==> config.mk <==
export PLATFORM = sky130hd
export DESIGN_NAME = weighted_ring_queue
export DESIGN_NICKNAME = d
export VERILOG_FILES = /design/src/hdl/wrq_pkg.sv /design/src/hdl/wrq_weight_table.sv /design/src/hdl/weighted_ring_queue.sv
export SDC_FILE = /design/constraint.sdc
export NUM_CORES = 2
export LEC_CHECK = 0
export BUFFER_PORTS_ARGS = -buffer_cell sky130_fd_sc_hd__buf_2
export CORE_MARGIN = 4
export CORE_UTILIZATION = 25
export CTS_CLUSTER_DIAMETER = 40
export DETAILED_ROUTE_END_ITERATION = 10
export GPL_ROUTABILITY_DRIVEN = 0
export SYNTH_ARGS = -nofsm -noshare
export SYNTH_HDL_FRONTEND = slang
export SYNTH_SLANG_ARGS = --single-unit
==> constraint.sdc <==
create_clock -name clock -period 12.7 [get_ports clock]
set_input_delay 0.635 -clock clock [delete_from_list [all_inputs] [get_ports clock]]
set_output_delay 0.635 -clock clock [all_outputs]
set_load 0.05 [all_outputs]
==> src/hdl/wrq_pkg.sv <==
// Shared constants, action codes and interface types of the weighted ring queue.
package wrq_pkg;

   localparam int MAX_SLOTS = 64;
   localparam int ID_SPACE  = 64;

   localparam int ID_W    = 6;
   localparam int WT_W    = 32;
   localparam int CAP_W   = 7;
   localparam int ACT_W   = 3;
   localparam int SLOT_AW = $clog2(MAX_SLOTS);
   localparam int CNT_W   = SLOT_AW + 1;
   localparam int ID_AW   = $clog2(ID_SPACE);

   localparam int CSR_AW   = 3;
   localparam int CSR_DW   = 32;
   localparam int CSR_IDXW = 1;

   localparam logic [CSR_IDXW-1:0] REG_QUEUE_CAPACITY = 1'b0;
   localparam logic [CAP_W-1:0]    CAP_RESET          = CAP_W'(MAX_SLOTS);

   typedef enum logic [ACT_W-1:0] {
      ACT_ENQ   = 3'd0,
      ACT_DEQ   = 3'd1,
      ACT_SORT  = 3'd2,
      ACT_HAS   = 3'd3,
      ACT_CLEAR = 3'd4,
      ACT_SETW  = 3'd5
   } action_type;

   typedef struct packed {
      logic            en;
      logic [ID_W-1:0] id;
      logic [WT_W-1:0] data;
   } wt_wr_type;

endpackage

==> src/hdl/wrq_weight_table.sv <==
// Weight table: one write port, one registered read port, unwritten words read as zero.
module wrq_weight_table
   import wrq_pkg::*;
(
   input  logic            clock,
   input  logic            reset,
   input  wt_wr_type       wr,
   input  logic [ID_W-1:0] rd_id,
   output logic [WT_W-1:0] rd_data
);

   logic [WT_W-1:0] mem [ID_SPACE];
   logic [ID_SPACE-1:0] valid_ff;
   logic [WT_W-1:0] rd_data_ff;
   logic            rd_valid_ff;
   logic            wr_in_space;
   logic            rd_in_space;

   assign wr_in_space = 32'(wr.id) < ID_SPACE;
   assign rd_in_space = 32'(rd_id) < ID_SPACE;

   always_ff @(posedge clock) begin
      if (wr.en && wr_in_space) begin
         mem[ID_AW'(wr.id)] <= wr.data;
      end
      rd_data_ff <= mem[ID_AW'(rd_id)];
   end

   always_ff @(posedge clock) begin
      if (reset) begin
         valid_ff    <= '0;
         rd_valid_ff <= 1'b0;
      end else begin
         if (wr.en && wr_in_space) begin
            valid_ff[ID_AW'(wr.id)] <= 1'b1;
         end
         // identifiers outside the table weigh zero
         rd_valid_ff <= valid_ff[ID_AW'(rd_id)] && rd_in_space;
      end
   end

   assign rd_data = rd_valid_ff ? rd_data_ff : '0;

endmodule

==> src/hdl/weighted_ring_queue.sv <==
// Top level of the weighted ring queue: slot memory, sequencer and ports.
//
//   channel  direction  handshake                     payload
//   req      in         req_valid / req_ready         action, entry_id, weight_value
//   rsp      out        rsp_valid / rsp_ready         head_entry .. is_full_flag
//   csr      in         APB psel/penable/pwrite       queue_capacity at byte 0
//
// One transaction at a time; req_ready is high only while the sequencer is idle.
// Enqueue, clear, set weight and unused codes go straight to ST_POST; dequeue passes
// through ST_DEQ unless empty, membership alternates ST_HAS and ST_HAS_CMP per slot
// scanned, and sort runs bubble passes in which each compare reads the slot memory
// and then the weight table through their single registered ports.
// Reset clears control state and the weight table valid bits at once; no sweep.
// A finished result waits in the rsp register; the sequencer stalls in ST_POST while an earlier result is untaken.
module weighted_ring_queue
   import wrq_pkg::*;
(
   input  logic                clock,
   input  logic                reset,
   input  logic                req_valid,
   output logic                req_ready,
   input  logic [ACT_W-1:0]    req_action,
   input  logic [ID_W-1:0]     req_entry_id,
   input  logic signed [WT_W-1:0] req_weight_value,
   output logic                rsp_valid,
   input  logic                rsp_ready,
   output logic [ID_W-1:0]     rsp_head_entry,
   output logic                rsp_no_entity,
   output logic                rsp_found,
   output logic                rsp_rejected_full,
   output logic [CAP_W-1:0]    rsp_occupancy,
   output logic                rsp_is_empty_flag,
   output logic                rsp_is_full_flag,
   input  logic                csr_psel,
   input  logic                csr_penable,
   input  logic                csr_pwrite,
   input  logic [CSR_AW-1:0]   csr_paddr,
   input  logic [CSR_DW-1:0]   csr_pwdata,
   output logic [CSR_DW-1:0]   csr_prdata,
   output logic                csr_pready
);

   typedef enum logic [3:0] {
      ST_IDLE,
      ST_DEQ,
      ST_HAS,
      ST_HAS_CMP,
      ST_PASS,
      ST_CARRY_W,
      ST_CARRY_LD,
      ST_NEXT_W,
      ST_CMP,
      ST_LAST,
      ST_POST
   } state_type;

   function automatic logic [SLOT_AW-1:0] wrap_inc(input logic [SLOT_AW-1:0] idx,
                                                   input logic [CNT_W-1:0]   lim);
      logic [CNT_W-1:0] nxt;
      nxt = CNT_W'(idx) + CNT_W'(1);
      return (nxt >= lim) ? '0 : nxt[SLOT_AW-1:0];
   endfunction

   // slot memory
   logic [ID_W-1:0]    slot_mem [MAX_SLOTS];
   logic [ID_W-1:0]    slot_rd_ff;
   logic [SLOT_AW-1:0] slot_raddr;
   logic               slot_we;
   logic [SLOT_AW-1:0] slot_waddr;
   logic [ID_W-1:0]    slot_wdata;

   // weight table
   wt_wr_type          wt_wr;
   logic [WT_W-1:0]    wt_rd;

   // sequencer registers
   state_type          state_ff, state_in;
   logic [CAP_W-1:0]   cap_ff, cap_in;
   logic [SLOT_AW-1:0] head_ff, head_in;
   logic [SLOT_AW-1:0] tail_ff, tail_in;
   logic [CNT_W-1:0]   count_ff, count_in;
   logic [SLOT_AW-1:0] ptr_ff, ptr_in;
   logic [CNT_W-1:0]   step_ff, step_in;
   logic [CNT_W-1:0]   pass_ff, pass_in;
   logic [ID_W-1:0]    key_ff, key_in;
   logic [ID_W-1:0]    carry_ff, carry_in;
   logic [WT_W-1:0]    carry_w_ff, carry_w_in;
   logic [ID_W-1:0]    next_ff, next_in;
   logic [ID_W-1:0]    res_head_ff, res_head_in;
   logic               res_none_ff, res_none_in;
   logic               res_found_ff, res_found_in;
   logic               res_rej_ff, res_rej_in;
   logic               rsp_valid_ff, rsp_valid_in;
   logic [ID_W-1:0]    rsp_head_ff, rsp_head_in;
   logic               rsp_none_ff, rsp_none_in;
   logic               rsp_found_ff, rsp_found_in;
   logic               rsp_rej_ff, rsp_rej_in;
   logic [CAP_W-1:0]   rsp_occ_ff, rsp_occ_in;
   logic               rsp_empty_ff, rsp_empty_in;
   logic               rsp_full_ff, rsp_full_in;

   logic [CNT_W-1:0]   cap_eff;
   logic               csr_wr;
   logic [CSR_IDXW-1:0] csr_idx;
   logic               req_fire;
   logic               swap;
   logic [SLOT_AW-1:0] nptr;

   assign csr_pready = 1'b1;
   assign csr_idx    = csr_paddr[CSR_AW-1 -: CSR_IDXW];
   assign csr_wr     = csr_psel && csr_penable && csr_pwrite && csr_pready;
   assign csr_prdata = (csr_idx == REG_QUEUE_CAPACITY) ? CSR_DW'(cap_ff) : '0;

   // clamp capacity into 1..MAX_SLOTS
   always_comb begin
      if (cap_ff == '0) begin
         cap_eff = CNT_W'(1);
      end else if (32'(cap_ff) > MAX_SLOTS) begin
         cap_eff = CNT_W'(MAX_SLOTS);
      end else begin
         cap_eff = CNT_W'(cap_ff);
      end
   end

   assign req_ready = (state_ff == ST_IDLE);
   assign req_fire  = req_valid && req_ready;
   assign nptr      = wrap_inc(ptr_ff, cap_eff);
   // sort compare: stable sort swaps only when the carried weight is strictly smaller
   assign swap      = $signed(carry_w_ff) < $signed(wt_rd);

   always_ff @(posedge clock) begin
      if (slot_we) begin
         slot_mem[slot_waddr] <= slot_wdata;
      end
      slot_rd_ff <= slot_mem[slot_raddr];
   end

   wrq_weight_table u_weights (
      .clock   (clock),
      .reset   (reset),
      .wr      (wt_wr),
      .rd_id   (slot_rd_ff),
      .rd_data (wt_rd)
   );

   always_comb begin
      state_in      = state_ff;
      cap_in        = cap_ff;
      head_in       = head_ff;
      tail_in       = tail_ff;
      count_in      = count_ff;
      ptr_in        = ptr_ff;
      step_in       = step_ff;
      pass_in       = pass_ff;
      key_in        = key_ff;
      carry_in      = carry_ff;
      carry_w_in    = carry_w_ff;
      next_in       = next_ff;
      res_head_in   = res_head_ff;
      res_none_in   = res_none_ff;
      res_found_in  = res_found_ff;
      res_rej_in    = res_rej_ff;
      rsp_valid_in  = rsp_valid_ff && !rsp_ready;
      rsp_head_in   = rsp_head_ff;
      rsp_none_in   = rsp_none_ff;
      rsp_found_in  = rsp_found_ff;
      rsp_rej_in    = rsp_rej_ff;
      rsp_occ_in    = rsp_occ_ff;
      rsp_empty_in  = rsp_empty_ff;
      rsp_full_in   = rsp_full_ff;
      slot_raddr    = ptr_ff;
      slot_we       = 1'b0;
      slot_waddr    = ptr_ff;
      slot_wdata    = carry_ff;
      wt_wr.en      = 1'b0;
      wt_wr.id      = req_entry_id;
      wt_wr.data    = req_weight_value;

      case (state_ff)
         ST_IDLE: begin
            res_head_in  = '0;
            res_none_in  = 1'b0;
            res_found_in = 1'b0;
            res_rej_in   = 1'b0;
            key_in       = req_entry_id;
            ptr_in       = head_ff;
            if (req_fire) begin
               state_in = ST_POST;
               case (action_type'(req_action))
                  ACT_ENQ: begin
                     if (count_ff >= cap_eff) begin
                        res_rej_in = 1'b1;
                     end else begin
                        slot_we    = 1'b1;
                        slot_waddr = tail_ff;
                        slot_wdata = req_entry_id;
                        count_in   = count_ff + CNT_W'(1);
                        tail_in    = wrap_inc(tail_ff, cap_eff);
                     end
                  end
                  ACT_DEQ: begin
                     if (count_ff == '0) begin
                        res_none_in = 1'b1;
                     end else begin
                        slot_raddr = head_ff;
                        state_in   = ST_DEQ;
                     end
                  end
                  ACT_SORT: begin
                     pass_in  = count_ff;
                     state_in = ST_PASS;
                  end
                  ACT_HAS: begin
                     step_in  = '0;
                     state_in = ST_HAS;
                  end
                  ACT_CLEAR: begin
                     head_in  = tail_ff;
                     count_in = '0;
                  end
                  ACT_SETW: begin
                     wt_wr.en = 1'b1;
                  end
                  default: begin
                  end
               endcase
            end else if (csr_wr && csr_idx == REG_QUEUE_CAPACITY) begin
               cap_in   = csr_pwdata[CAP_W-1:0];
               head_in  = '0;
               tail_in  = '0;
               count_in = '0;
            end
         end

         ST_DEQ: begin
            res_head_in = slot_rd_ff;
            head_in     = wrap_inc(head_ff, cap_eff);
            count_in    = count_ff - CNT_W'(1);
            state_in    = ST_POST;
         end

         ST_HAS: begin
            if (step_ff == count_ff) begin
               state_in = ST_POST;
            end else begin
               slot_raddr = ptr_ff;
               state_in   = ST_HAS_CMP;
            end
         end

         ST_HAS_CMP: begin
            if (slot_rd_ff == key_ff) begin
               res_found_in = 1'b1;
               state_in     = ST_POST;
            end else begin
               ptr_in   = nptr;
               step_in  = step_ff + CNT_W'(1);
               state_in = ST_HAS;
            end
         end

         // one bubble pass carries the lighter element toward the pass end
         ST_PASS: begin
            if (pass_ff < CNT_W'(2)) begin
               state_in = ST_POST;
            end else begin
               slot_raddr = head_ff;
               ptr_in     = head_ff;
               step_in    = CNT_W'(1);
               state_in   = ST_CARRY_W;
            end
         end

         ST_CARRY_W: begin
            carry_in = slot_rd_ff;
            state_in = ST_CARRY_LD;
         end

         ST_CARRY_LD: begin
            carry_w_in = wt_rd;
            slot_raddr = nptr;
            state_in   = ST_NEXT_W;
         end

         ST_NEXT_W: begin
            next_in  = slot_rd_ff;
            state_in = ST_CMP;
         end

         ST_CMP: begin
            slot_we    = 1'b1;
            slot_waddr = ptr_ff;
            if (swap) begin
               slot_wdata = next_ff;
            end else begin
               slot_wdata = carry_ff;
               carry_in   = next_ff;
               carry_w_in = wt_rd;
            end
            ptr_in = nptr;
            if (step_ff == pass_ff - CNT_W'(1)) begin
               state_in = ST_LAST;
            end else begin
               step_in    = step_ff + CNT_W'(1);
               slot_raddr = wrap_inc(nptr, cap_eff);
               state_in   = ST_NEXT_W;
            end
         end

         ST_LAST: begin
            slot_we    = 1'b1;
            slot_waddr = ptr_ff;
            slot_wdata = carry_ff;
            pass_in    = pass_ff - CNT_W'(1);
            state_in   = ST_PASS;
         end

         ST_POST: begin
            // hold until the rsp register is free
            if (!rsp_valid_ff || rsp_ready) begin
               rsp_valid_in = 1'b1;
               rsp_head_in  = res_head_ff;
               rsp_none_in  = res_none_ff;
               rsp_found_in = res_found_ff;
               rsp_rej_in   = res_rej_ff;
               rsp_occ_in   = CAP_W'(count_ff);
               rsp_empty_in = (count_ff == '0);
               rsp_full_in  = (count_ff == cap_eff);
               state_in     = ST_IDLE;
            end
         end

         default: begin
            state_in = ST_IDLE;
         end
      endcase
   end

   always_ff @(posedge clock) begin
      if (reset) begin
         state_ff     <= ST_IDLE;
         cap_ff       <= CAP_RESET;
         head_ff      <= '0;
         tail_ff      <= '0;
         count_ff     <= '0;
         ptr_ff       <= '0;
         step_ff      <= '0;
         pass_ff      <= '0;
         rsp_valid_ff <= 1'b0;
      end else begin
         state_ff     <= state_in;
         cap_ff       <= cap_in;
         head_ff      <= head_in;
         tail_ff      <= tail_in;
         count_ff     <= count_in;
         ptr_ff       <= ptr_in;
         step_ff      <= step_in;
         pass_ff      <= pass_in;
         rsp_valid_ff <= rsp_valid_in;
      end
      key_ff       <= key_in;
      carry_ff     <= carry_in;
      carry_w_ff   <= carry_w_in;
      next_ff      <= next_in;
      res_head_ff  <= res_head_in;
      res_none_ff  <= res_none_in;
      res_found_ff <= res_found_in;
      res_rej_ff   <= res_rej_in;
      rsp_head_ff  <= rsp_head_in;
      rsp_none_ff  <= rsp_none_in;
      rsp_found_ff <= rsp_found_in;
      rsp_rej_ff   <= rsp_rej_in;
      rsp_occ_ff   <= rsp_occ_in;
      rsp_empty_ff <= rsp_empty_in;
      rsp_full_ff  <= rsp_full_in;
   end

   assign rsp_valid         = rsp_valid_ff;
   assign rsp_head_entry    = rsp_head_ff;
   assign rsp_no_entity     = rsp_none_ff;
   assign rsp_found         = rsp_found_ff;
   assign rsp_rejected_full = rsp_rej_ff;
   assign rsp_occupancy     = rsp_occ_ff;
   assign rsp_is_empty_flag = rsp_empty_ff;
   assign rsp_is_full_flag  = rsp_full_ff;

endmodule

After elaboration in Yosys (flattened, before gate mapping)
Memories as Yosys holds them, arrays and structs flattened. A register that Yosys moved wholly into a read port is not among the register bits.
Cells that the tools add are included.
{"block": "word_totals", "ramBits": 2432, "word_cells": 200, "in_bits": 83, "mem_count": 2, "register_bits": 193, "out_inout_bits": 53}
{"name": "u_weights.mem", "words": 64, "width": 32, "read_ports": 1, "rd_ports_with_merged_regs": 1, "wr": 1, "line_no": "wrq_weight_table.sv:12", "source": "logic [WT_W-1:0] mem [ID_SPACE];"}
{"name": "slot_mem", "words": 64, "width": 6, "read_ports": 1, "rd_ports_with_merged_regs": 1, "wr": 1, "line_no": "weighted_ring_queue.sv:65", "source": "logic [ID_W-1:0] slot_mem [MAX_SLOTS];"}
{"block": "op_classes", "mux": 81, "n_reduce_logical": 35, "magnitude_cmp": 11, "n_addsub": 8, "bitwise": 3, "n_eq_ne": 34}
{"operator": "$mux 6", "n": 25}
{"operator": "$mux 7", "n": 13}
{"operator": "$mux 32", "n": 2}
{"operator": "$or 64x64->64", "n": 1}
{"operator": "$pmux 32 s2", "n": 1}
{"operator": "$pmux 6 s2", "n": 4}
{"operator": "$pmux 6 s4", "n": 2}
{"operator": "$pmux 4 s11", "n": 1}
{"operator": "$pmux 7 s2", "n": 3}
{"operator": "$ge 7x7->1", "n": 5}
{"operator": "$lt 32x32->1", "n": 1}
{"operator": "$add 6x1->7 const B", "n": 4}
{"operator": "$mux 4", "n": 7}
{"operator": "$pmux 7 s4", "n": 1}
{"operator": "$eq 7x7->1", "n": 3}
{"operator": "$mux 1", "n": 17}
{"operator": "$eq 4x3->1 const B", "n": 4}
{"operator": "$reduce_and 2->1", "n": 8}
{"operator": "$add 7x1->7 const B", "n": 2}
{"operator": "$logic_not 7->1", "n": 2}
{"operator": "$lt 6x7->1 const B", "n": 2}
{"operator": "$ne 2x2->1 const B", "n": 7}
{"operator": "$sub 7x1->7 const B", "n": 2}
{"operator": "$eq 4x4->1 const B", "n": 3}
{"operator": "30 further kinds", "n": 52}

Logic depth before layout (Yosys ltp)
{"block": "depth", "depth_word": 10, "mapped_depth": 32, "ltp_nobuf": 26}

Cells and area by module
A second synthesis with hierarchy kept.
{"block": "hier_totals", "cells_unflattened": 5406, "area_unflattened_um2": 105565.0}
{"module": "wrq_weight_table", "seq_area_each_um2": 63440.8, "n_inst": 1, "area_per_inst_um2": 81180.4, "cells_per_inst": 3536}
{"module": "weighted_ring_queue", "seq_area_each_um2": 14984.4, "n_inst": 1, "area_per_inst_um2": 24384.6, "cells_per_inst": 1870}

Worst setup path after synthesis
OpenSTA, ideal clock, no wires.
{"block": "synth_timing", "kind": "register to register", "startpoint": "register ptr_ff[0]", "endpoint": "register slot_rd_ff[0], read port of slot_mem", "setup_time_ps": 131, "arrival_ps": 6145, "setup_slack_ps": 6424, "period_less_slack_ps": 6276, "t_required_ps": 12569, "path_stages_with_launch": 30, "path_cell_list": "dfxtp_1 > ha_1 > nor2b_1 > or2_2 > clkbuf_1 > ha_1 > a21o_1 > a31oi_1 > o32ai_1 > o41ai_2 > and2_1 > ha_1 > inv_1 > a21oi_1 > xnor2_1 > nor2_1 > ha_1 > a21oi_1 > o21ai_0 > a311o_1 > a311oi_2 > a211o_1 > buf_6 > buf_4 > mux2i_1 > mux2i_1 > mux2_2 > o221a_2 > nor2_1 > o211ai_1"}
{"block": "synth_via", "elab_chain_cells": 8, "elab_cells_between_ends": 12, "cone_classes": "add/sub (2); order compare (2); mux (8)"}
{"item": "start: declaration", "line_no": "weighted_ring_queue.sv:82", "source": "logic [SLOT_AW-1:0] ptr_ff, ptr_in;"}
{"item": "start signal: assignment", "line_no": "weighted_ring_queue.sv:356", "source": "ptr_ff <= ptr_in;"}
{"item": "$add 6x1->7", "line_no": "weighted_ring_queue.sv:60", "source": "nxt = CNT_W'(idx) + CNT_W'(1);"}
{"item": "$ge 7x7->1", "line_no": "weighted_ring_queue.sv:61", "source": "return (nxt >= lim) ? '0 : nxt[SLOT_AW-1:0];"}
{"item": "$mux 6", "line_no": "weighted_ring_queue.sv:61"}
{"item": "$add 6x1->7", "line_no": "weighted_ring_queue.sv:60"}
{"item": "$ge 7x7->1", "line_no": "weighted_ring_queue.sv:61"}
{"item": "$mux 6", "line_no": "weighted_ring_queue.sv:61"}
{"item": "$mux 6", "line_no": "weighted_ring_queue.sv:301", "source": "if (step_ff == pass_ff - CNT_W'(1)) begin"}
{"item": "$pmux 6 s4 *", "line_no": "weighted_ring_queue.sv:179", "source": "case (state_ff)"}
{"item": "end: declaration", "line_no": "weighted_ring_queue.sv:66", "source": "logic [ID_W-1:0] slot_rd_ff;"}
Every way passes the cells marked *; elsewhere a longest branch is shown, timed or not.
A chain may end at the register's enable or synchronous reset.

Final worst setup path
{"block": "layout_timing", "startpoint": "register ptr_ff[0]", "endpoint": "register slot_rd_ff[4], read port of slot_mem"}
The elaborated chain is that of the path after synthesis.

==> impl_metrics.py <==
metrics = {
    "synthesis": {
        "ys_ff_latch": 2663,
        "syn_avg_cell_area_um2": 20.50,
        "yosys_warnings": 0,
        "synthDominantAreaCellType": "edfxtp_1",
        "syn_area_mm2": 0.1051,
        "yosys.area.top_type_share": 0.7168,
        "synth-async-reset-ratio": 0,
        "synth_edf_count": 2509,
        "synth_cells": 5127,
        "synth_area_leaders": "edfxtp_1, mux4_2, dfxtp_1",
        "synth_ff_type": "edfxtp_1",
        "ys_seq_area_frac": 0.7461,
        "ys_types": 89,
    },
    "final_layout": {
        "layout_commonest_cell": "edfxtp_1",
        "final_cells": 11148,
        "regArea_mm2": 0.07845,
        "drive_gt1_frac": 0.2810,
        "fillers": 40096,
        "multi_input_area_mm2": 0.02581,
        "layout_common_cells": "edfxtp_1, mux4_2, clkbuf_16, nor2_1, mux2i_1",
        "fin_area_mm2": 0.1240,
        "syn_to_final_growth_pct": 17.96,
        "nets": 5536,
    },
    "power": {
        "power.density_mw_per_mm2": 212.7,
        "clockPowerShare": 0.361,
        "vdd_drop_max_mv": 0.1783,
        "leakagePower_nw": 39.34,
        "power.share.switching": 0.2875,
        "power.internal_mw": 18.79,
        "p_switching_mw": 7.582,
        "pwr-share-seq": 0.389,
        "comb_power_share": 0.250,
    },
    "die": {
        "rows": 237,
        "io_pins": 136,
        "fp.dieW_um": 656.4,
        "core_area_mm2": 0.4178,
        "die_h_um": 656.4,
        "die_area_mm2": 0.4309,
        "initial_utilization": 0.2516,
    },
    "clocking": {
        "cts_tree": "done",
        "clock_latency_ns": 0.88,
        "cts_buffer_depth": 4,
        "h-tree-depth": 5,
        "clockRootBuffer": "clkbuf_16",
        "cts_setup_buffers": 0,
        "cts_sinks": 2663,
        "cts_buffers": 327,
        "clkTransAtPathRegs_ns": 0.06,
    },
    "route": {
        "dr.pass1.iters": 6,
        "drc": 0,
        "wl_um": 255700,
        "antenna_left": 0,
        "via_count": 51698,
        "via_per_inst": 4.637,
        "wl_per_cell_um": 22.94,
        "drt_iter0_drc": 5939,
    },
    "worst_setup_path": {
        "worstSetupPathType": "reg2reg",
        "critPathTopFamily": "compound AO/OA/AOI/OAI gates",
        "startpoint_type": "flop",
        "max_stage_delay_ns": 0.80,
        "setup.worst_path.end_class": "flop",
        "crit_path_max_fanout": 125,
        "crit_top_cell": "ha_1",
        "critical-path-slowest-cell": "o41ai_2",
        "cp.required_ns": 13.45,
        "crit_arrival_ns": 9.50,
        "worst-path-buf-inv": 4,
    },
    "placement": {
        "place_ws_ns": 4.280,
        "dp_cells": 10545,
        "dpl.hpwl_um": 137900,
        "place_area_mm2": 0.1127,
        "io_buffer_count": 82,
    },
    "grt": {
        "grt_usage": 0.1146,
        "overflow": 0,
        "grt_max_degree": 126,
        "antenna_found_initial": 31,
        "grt_pass1_wl_um": 370400,
        "grt_pass1_vias": 52874,
    },
    "sta": {
        "post-route-period-util": 0.6892,
        "rsz0062_at_grt": "false",
        "max_slew_margin": 0.1357,
        "finalWorstSetupSlack_ns": 3.947,
        "finalMaxSlewViolations": 0,
        "worstMarginPinSlew_ns": 1.292,
        "setup_viol": 0,
        "fin_skew_ns": 0.1222,
        "period_minus_slack_ns": 8.753,
        "hold_viol_final": 0,
        "fmax_ghz": 0.1142,
        "tns_ns": 0,
    },
    "flow_run": {
        "drv_cap": 0,
    },
    "status": {
        "outcome": "finished, final reports clean",
    },
    "hold_path": {
        "hp-class": "in2reg",
    },
}
## worst register-to-register path: cells and delay by family, from the launching register on
| kind | cells | cell delay [ns] |
|---|---|---|
| buffers and inverters | 4 | 1.66 |
| xor gates and xnor gates | 1 | 0.15 |
| DFF | 1 | 0.77 |
| muxes | 2 | 0.72 |
| adders and majority gates | 4 | 1.32 |
| and+or+nand+nor | 7 | 1.15 |
| AOI/OAI and AO/OA | 11 | 2.89 |
## cell usage after synthesis (all sizes together), types with 9 or more instances
cell type  number
o221ai          9
a31oi          15
xor2           17
mux2i         214
a22oi          23
mux4          687
a21oi          51
a211oi         20
nand2b         20
nand3b         11
nand4           9
ha             69
o21ba          15
dfxtp         154
a311oi         13
nor2b          31
o221a          12
clkbuf        170
or3            12
xnor2          25
inv            57
and3           13
o21ai          76
buf           127
nand2         171
a222oi         18
nor3           13
o211ai         10
edfxtp       2509
a21o           20
nand3          32
nor2          341
mux2           55
## layout make-up
class	count	area share
sequential	2663	0.6327
multi-input combinational	2134	0.2081
clock buffer	380	0.07066
tap	5497	0.05547
clock inverter	212	0.01986
timing repair buffer	201	0.01138
inverter	57	0.001726
antenna	4	0.00008073
## registers in the layout, indices dropped and copies added (netlist names), 32 cells and up
register and count:
carry_w_ff 32, slot_mem 384, u_weights.mem 2048, u_weights.rd_data_ff 32
u_weights.valid_ff 64
## per-stage QoR
stage	hold WS, ns	power [mW]	utilization
floorplan	0.4003	15.02	-
global placement	0.4080	17.01	0.2697
detailed placement	0.4045	17.09	0.2697
CTS	0.01865	26.63	0.2967
global route	0.03374	27.43	0.2967
finish	0.09479	26.37	0.2968
## cells by family after synthesis
logic type,Yosys count,share of synthesized area
compound gates,351,0.02441
xor+xnor,42,0.003571
fa+ha+maj,69,0.008214
buf+inv,354,0.01503
flops,2663,0.7461
mux,956,0.1735
other cells,2,0.00007145
simple gates,690,0.02910
## worst paths after layout
kind	from	endpoint	slack, ns	cells after the start
worst max-delay path	ptr_ff[0]	slot_rd_ff[4]	3.95	29
worst min-delay path	req_entry_id[3]	key_ff[3]	0.09	1
worst max register to register	ptr_ff[0]	slot_rd_ff[4]	3.95	29
worst min register to register	res_head_ff[5]	rsp_head_entry[5]	0.38	0
## per-layer routing
metal	wire length [um]	part of all wire	track usage
met5	76	0.00030	0
met4	5336	0.021	0.02717
met3	20020	0.078	0.02282
met2	120500	0.47	0.1826
met1	109800	0.43	0.1608
## what timing repair did
action,4_1_cts,5_1_grt
gates resized for setup,0,0
hold buffers,7,0
hold endpoints to repair,7,0
## power by group through the flow
stage | Combinational (mW) | Clock [mW] | Sequential, mW
5_1_grt | 7.05 | 10.1 | 10.3
4_1_cts | 6.66 | 9.71 | 10.3
6_report | 6.59 | 9.52 | 10.3
3_5_place_dp | 6.64 | 0 | 10.4
3_3_place_gp | 6.57 | 0 | 10.4
2_1_floorplan | 4.75 | 0 | 10.3
Power figures use the tool's default switching activity.
